## src/sah_pkg.sv

```systemverilog
// Shared types, constants and helper functions for the S-box avalanche histogram unit.
// Depends on nothing; every other file imports it.
package sah_pkg;

  localparam int ROUNDS      = 1;
  localparam int COUNT_WIDTH = 16;
  localparam int NUM_BINS    = 129;
  localparam int BIN_W       = 8;
  localparam int BIN_COUNT_W = 16;
  localparam int CFG_IDX_W   = 1;

  localparam logic [63:0] BASE_RESET = 64'h1234_5678_9ABC_DEF0;
  localparam logic [COUNT_WIDTH-1:0] COUNT_MAX = {COUNT_WIDTH{1'b1}};

  typedef enum logic [1:0] {
    CMD_SUBMIT = 2'd0,
    CMD_READ   = 2'd1,
    CMD_CLEAR  = 2'd2
  } cmd_t;

  typedef enum logic [CFG_IDX_W-1:0] {
    REG_BASE_HIGH = 1'b0,
    REG_BASE_LOW  = 1'b1
  } reg_idx_t;

  typedef struct packed {
    logic [1:0]       command;
    logic [63:0]      block_high;
    logic [63:0]      block_low;
    logic [BIN_W-1:0] bin_index;
  } in_t;

  typedef struct packed {
    logic [63:0]            subst_high;
    logic [63:0]            subst_low;
    logic [BIN_W-1:0]       distance;
    logic [BIN_COUNT_W-1:0] bin_count;
  } out_t;

  // Write side of the histogram store.
  typedef struct packed {
    logic                   en;
    logic                   clr;
    logic [BIN_W-1:0]       addr;
    logic [COUNT_WIDTH-1:0] data;
  } hist_wr_t;

  localparam logic [7:0] SBOX [256] = '{
    8'h63,8'h7c,8'h77,8'h7b,8'hf2,8'h6b,8'h6f,8'hc5,8'h30,8'h01,8'h67,8'h2b,8'hfe,8'hd7,8'hab,8'h76,
    8'hca,8'h82,8'hc9,8'h7d,8'hfa,8'h59,8'h47,8'hf0,8'had,8'hd4,8'ha2,8'haf,8'h9c,8'ha4,8'h72,8'hc0,
    8'hb7,8'hfd,8'h93,8'h26,8'h36,8'h3f,8'hf7,8'hcc,8'h34,8'ha5,8'he5,8'hf1,8'h71,8'hd8,8'h31,8'h15,
    8'h04,8'hc7,8'h23,8'hc3,8'h18,8'h96,8'h05,8'h9a,8'h07,8'h12,8'h80,8'he2,8'heb,8'h27,8'hb2,8'h75,
    8'h09,8'h83,8'h2c,8'h1a,8'h1b,8'h6e,8'h5a,8'ha0,8'h52,8'h3b,8'hd6,8'hb3,8'h29,8'he3,8'h2f,8'h84,
    8'h53,8'hd1,8'h00,8'hed,8'h20,8'hfc,8'hb1,8'h5b,8'h6a,8'hcb,8'hbe,8'h39,8'h4a,8'h4c,8'h58,8'hcf,
    8'hd0,8'hef,8'haa,8'hfb,8'h43,8'h4d,8'h33,8'h85,8'h45,8'hf9,8'h02,8'h7f,8'h50,8'h3c,8'h9f,8'ha8,
    8'h51,8'ha3,8'h40,8'h8f,8'h92,8'h9d,8'h38,8'hf5,8'hbc,8'hb6,8'hda,8'h21,8'h10,8'hff,8'hf3,8'hd2,
    8'hcd,8'h0c,8'h13,8'hec,8'h5f,8'h97,8'h44,8'h17,8'hc4,8'ha7,8'h7e,8'h3d,8'h64,8'h5d,8'h19,8'h73,
    8'h60,8'h81,8'h4f,8'hdc,8'h22,8'h2a,8'h90,8'h88,8'h46,8'hee,8'hb8,8'h14,8'hde,8'h5e,8'h0b,8'hdb,
    8'he0,8'h32,8'h3a,8'h0a,8'h49,8'h06,8'h24,8'h5c,8'hc2,8'hd3,8'hac,8'h62,8'h91,8'h95,8'he4,8'h79,
    8'he7,8'hc8,8'h37,8'h6d,8'h8d,8'hd5,8'h4e,8'ha9,8'h6c,8'h56,8'hf4,8'hea,8'h65,8'h7a,8'hae,8'h08,
    8'hba,8'h78,8'h25,8'h2e,8'h1c,8'ha6,8'hb4,8'hc6,8'he8,8'hdd,8'h74,8'h1f,8'h4b,8'hbd,8'h8b,8'h8a,
    8'h70,8'h3e,8'hb5,8'h66,8'h48,8'h03,8'hf6,8'h0e,8'h61,8'h35,8'h57,8'hb9,8'h86,8'hc1,8'h1d,8'h9e,
    8'he1,8'hf8,8'h98,8'h11,8'h69,8'hd9,8'h8e,8'h94,8'h9b,8'h1e,8'h87,8'he9,8'hce,8'h55,8'h28,8'hdf,
    8'h8c,8'ha1,8'h89,8'h0d,8'hbf,8'he6,8'h42,8'h68,8'h41,8'h99,8'h2d,8'h0f,8'hb0,8'h54,8'hbb,8'h16
  };

  // One SubBytes pass over all sixteen bytes.
  function automatic logic [127:0] sub_block(input logic [127:0] b);
    logic [127:0] r;
    r = '0;
    for (int k = 0; k < 16; k++) begin
      r[8*k +: 8] = SBOX[b[8*k +: 8]];
    end
    return r;
  endfunction

  function automatic logic [127:0] sub_rounds(input logic [127:0] b);
    logic [127:0] r;
    r = b;
    for (int i = 0; i < ROUNDS; i++) begin
      r = sub_block(r);
    end
    return r;
  endfunction

  function automatic logic [3:0] pop8(input logic [7:0] v);
    logic [3:0] n;
    n = '0;
    for (int i = 0; i < 8; i++) begin
      n = n + 4'(v[i]);
    end
    return n;
  endfunction

  // Byte counts summed as a tree by synthesis.
  function automatic logic [BIN_W-1:0] pop128(input logic [127:0] v);
    logic [BIN_W-1:0] n;
    n = '0;
    for (int k = 0; k < 16; k++) begin
      n = n + BIN_W'(pop8(v[8*k +: 8]));
    end
    return n;
  endfunction

endpackage

```

## src/sah_hist.sv

```systemverilog
// Histogram store: 129 counters in a memory with registered read, plus per-bin valid
// bits that reset and the clear command wipe at once. Depends on sah_pkg.
module sah_hist (
  input  logic                            clk,
  input  logic                            rst,
  input  logic                            rd_en,
  input  logic [sah_pkg::BIN_W-1:0]       rd_addr,
  output logic [sah_pkg::COUNT_WIDTH-1:0] rd_data,
  input  logic [sah_pkg::BIN_W-1:0]       vld_addr,
  output logic                            vld,
  input  sah_pkg::hist_wr_t               wr
);
  import sah_pkg::*;

  logic [COUNT_WIDTH-1:0] mem [NUM_BINS];
  logic [NUM_BINS-1:0]    bin_vld;

  always_ff @(posedge clk) begin
    if (wr.en) begin
      mem[wr.addr] <= wr.data;
    end
    if (rd_en) begin
      rd_data <= mem[rd_addr];
    end
  end

  always_ff @(posedge clk) begin
    if (rst || wr.clr) begin
      bin_vld <= '0;
    end else if (wr.en) begin
      bin_vld[wr.addr] <= 1'b1;
    end
  end

  assign vld = bin_vld[vld_addr];

endmodule

```

## config.mk

```make
export PLATFORM = sky130hd
export DESIGN_NAME = sah_hist
export DESIGN_NICKNAME = d
export VERILOG_FILES = /design/src/sah_pkg.sv /design/src/sah_hist.sv
export SDC_FILE = /design/constraint.sdc
export NUM_CORES = 2
export LEC_CHECK = 0
export BUFFER_PORTS_ARGS = -buffer_cell sky130_fd_sc_hd__buf_2
export CORE_MARGIN = 2
export CORE_UTILIZATION = 40
export DETAILED_ROUTE_END_ITERATION = 12
export PLACE_DENSITY = 0.53
export SYNTH_ARGS = -nofsm -noshare
export SYNTH_HDL_FRONTEND = slang
export SYNTH_SLANG_ARGS = --single-unit
```

## constraint.sdc

```tcl
create_clock -name clk -period 4.01 [get_ports clk]
set_clock_uncertainty 0.15 [all_clocks]
set_input_delay 1.0025 -clock clk [delete_from_list [all_inputs] [get_ports clk]]
set_output_delay 1.0025 -clock clk [all_outputs]
set_load 0.01 [all_outputs]
```

==> run metrics <==
maximum number of pins on one net before global-route repair=130; site row count=168; number of H-tree branching levels=4; GRT Total Usage=20.8%; Synth area leaders=sky130_fd_sc_hd__edfxtp_1, sky130_fd_sc_hd__mux4_2, sky130_fd_sc_hd__dfxtp_1; antenna violation net count after detailed routing=0; overall die height=464 um; number of synthesized register bits=2,209; mean area per synthesized cell=21.5 sq um; area of the core region=0.210 sq mm; Yosys warning count=0; largest driver fanout on the critical path=7; most repeated cell in the gate-level netlist after synthesis=sky130_fd_sc_hd__edfxtp_1; RSZ-0062 raised after global routing=true; vias=41,500; proportion of power drawn by flip-flops and latches=53.6%; clk root buf=sky130_fd_sc_hd__clkbuf_16; register area share after synthesis=76.9%; global route total overflow=0; routed via count divided by cell count=5.60; origin of the critical flop-to-flop path=mem[127][3]$_DFFE_PP_; fin worst setup slack=-0.0369 ns; clock network latency to the later pin of the worst-skew pair=0.88 ns; Tcrit/Tclk final=101%; worst min-delay path category=in -> reg; path type of the worst setup path=in -> out; proportion of netlist area held by the largest area contributor=73.8%; CTS Buf Count=219; final estimated routing congestion in global placement=0.887; number of iterations in the first detailed-routing pass=7; endpoint class of the critical path=primary output; data required time at the worst endpoint=2.86 ns; Max-slew headroom=24.5%; number of global-route vias before repair=42,100; failing checks=negative setup slack; Main synth FF type=sky130_fd_sc_hd__edfxtp_1; area growth from synthesis to layout=16.3%; First DRT Iteration DRCs=4,097; Final HPWL DP=137,000 um; aggregate negative setup slack=-0.0369 ns; most numerous cell types in the synthesized netlist=sky130_fd_sc_hd__edfxtp_1, sky130_fd_sc_hd__mux4_2, sky130_fd_sc_hd__nor2_1, sky130_fd_sc_hd__dfxtp_1, sky130_fd_sc_hd__mux2i_1; worst supply voltage drop on vdd=336 uV; clock-pin slew reported for the worst setup and hold paths after clock tree synthesis=0.06 ns; number of design rule violations left after detail routing=0; relative contribution of combinational cells to total power=5.3%; IO Port Bufs=61; Hold Startpoint=wr[4]; crit path from=vld_addr[0]; Post-Syn Nets=3,983; Slew Viols, Final=0; number of primary I/O pins=62; status=finished, violations left; initial core utilization=40.3%; fraction of final layout cells with drive strength greater than 1=33.0%; number of max-capacitance violations reported=0; Worst setup SP type=primary input; Net count, final=4,474; Peak Freq=247 MHz; floorplan die width=464 um; cell-internal power=0.0370 W; number of synthesized flops with an enable pin=2,080; Filler Cell Count=17,400; data arrival time at the worst-slack endpoint=2.89 ns; share of flip-flops with an asynchronous set or reset after synthesis=0%; biggest area consumer among synthesized cells=sky130_fd_sc_hd__edfxtp_1; number of unique standard cell types used by synthesis=49; number of cells on the worst hold path=1; Clock Sinks=2,209; Net Switching=0.0102 W; transition time of the tightest slew-check pin=1.13 ns; total wire length after detailed routing=224,000 um; Clk network pwr share=41.1%; Worst Setup Slack post-DPL=-0.557 ns; Post-Synthesis Cell Area=0.0846 sq mm; total power density per cell area=479 mW/mm^2; maximum number of buffers from clock root to sink=3; final cell utilization of the core=46.9%; global-route wire length before repair=320,000 um; antenna violations before repair=21; clock tree from TritonCTS=done; final setup violating endpoints=1; Wirelength per Cell=30.2 um; die area=0.215 sq mm; Final Critical Period=4.05 ns; hold slack final=0.243 ns; worst r2r path cells=7; number of instances in the synthesized netlist=3,938; Final Hold Fails=0; total leakage power=31.2 nW; switching share of total power=21.6%
==> layout make-up <==
class / instances / area, sq um / area share, %
antenna: 7 / 17.5 / 0.0178
clock inverter: 116 / 915 / 0.929
timing repair buffer: 493 / 4510 / 4.58
sequential: 2209 / 65000 / 66.1
tap: 2805 / 3510 / 3.57
clock buffer: 286 / 5850 / 5.94
inverter: 20 / 75.1 / 0.0763
multi-input combinational: 1486 / 18500 / 18.8
==> cells by family after synthesis <==
group	Yosys count	synth area share, %
multiplexers	679	16.1
AND/OR/NAND/NOR	508	2.50
buffers and inverters	243	1.67
AO/OA/AOI/OAI	299	2.85
flip-flops	2209	76.9
==> power by group through the flow <==
stage | combinational, W | sequential [W] | clock [W]
2_1_floorplan | 0.00122 | 0.0258 | 0
3_3_place_gp | 0.00250 | 0.0258 | 0
3_5_place_dp | 0.00253 | 0.0258 | 0
4_1_cts | 0.00255 | 0.0253 | 0.0198
5_1_grt | 0.00266 | 0.0253 | 0.0207
6_report | 0.00251 | 0.0253 | 0.0194
==> sequential cells by signal, summed over array words and instances, names as in the netlist <==
name and flops:
mem 2064, rd_data 16, bin_vld 129
==> what timing repair did <==
item | in CTS | in global routing
resized for setup | 17 | 6
pin swaps | 3 | 5
buffers inserted | 10 | 3
hold buffers | 0 | 0
setup endpoints to repair | 1 | 1
==> worst paths after layout <==
| path | to | slack [ns] |
|---|---|---|
| max reg2reg | rd_data[3]$_DFFE_PP_ | 0.85 |
| min reg2reg | bin_vld[128]$_SDFFE_PP0P_ | 0.32 |
| max | vld | -0.04 |
| min | mem[121][4]$_DFFE_PP_ | 0.24 |
==> critical path, stage by stage <==
cell and delay [ns]:
sky130_fd_sc_hd__buf_12 0.12, sky130_fd_sc_hd__buf_12 0.13, sky130_fd_sc_hd__buf_12 0.12, sky130_fd_sc_hd__mux4_2 0.49, sky130_fd_sc_hd__mux2_2 0.28, sky130_fd_sc_hd__a221o_1 0.31, sky130_fd_sc_hd__o2111ai_2 0.11, sky130_fd_sc_hd__a221oi_4 0.14
sky130_fd_sc_hd__buf_2 0.18
==> routing by layer <==
metal | up-vias | global-route usage [%] | share of wire (%)
li1 | 17400 | - | -
met4 | 2 | 4.94 | 2.2
met3 | 286 | 2.93 | 5.1
met2 | 1240 | 34.2 | 49
met5 | - | 0 | 0.11
met1 | 22600 | 29.5 | 43
==> through the flow <==
step,total power [W],area (sq um),instances
after global placement,0.0283,91400,7000
final,0.0472,98400,7422
after detailed placement,0.0283,91400,7000
after global routing,0.0486,98400,7417
after floorplan,0.0270,84600,3938
after CTS,0.0476,98400,7412
==> layout by cell type, fill, tap and decap left out, drive strengths merged, types with 6 or more instances in the layout <==
master / n
bufinv: 7
nor2b: 18
mux2i: 120
o21ba: 20
a221oi: 48
edfxtp: 2080
o21ai: 16
a31oi: 18
inv: 26
nor2: 375
nand4: 10
mux4: 546
o211ai: 17
o22ai: 76
nand3: 27
diode: 7
dfxtp: 129
nand2b: 6
a22oi: 28
nand2: 40
mux2: 13
clkbuf: 287
clkinvlp: 6
a22o: 30
or3: 15
a211oi: 31
buf: 492
clkinv: 97
Note: power is estimated with default switching activity, not from simulation.
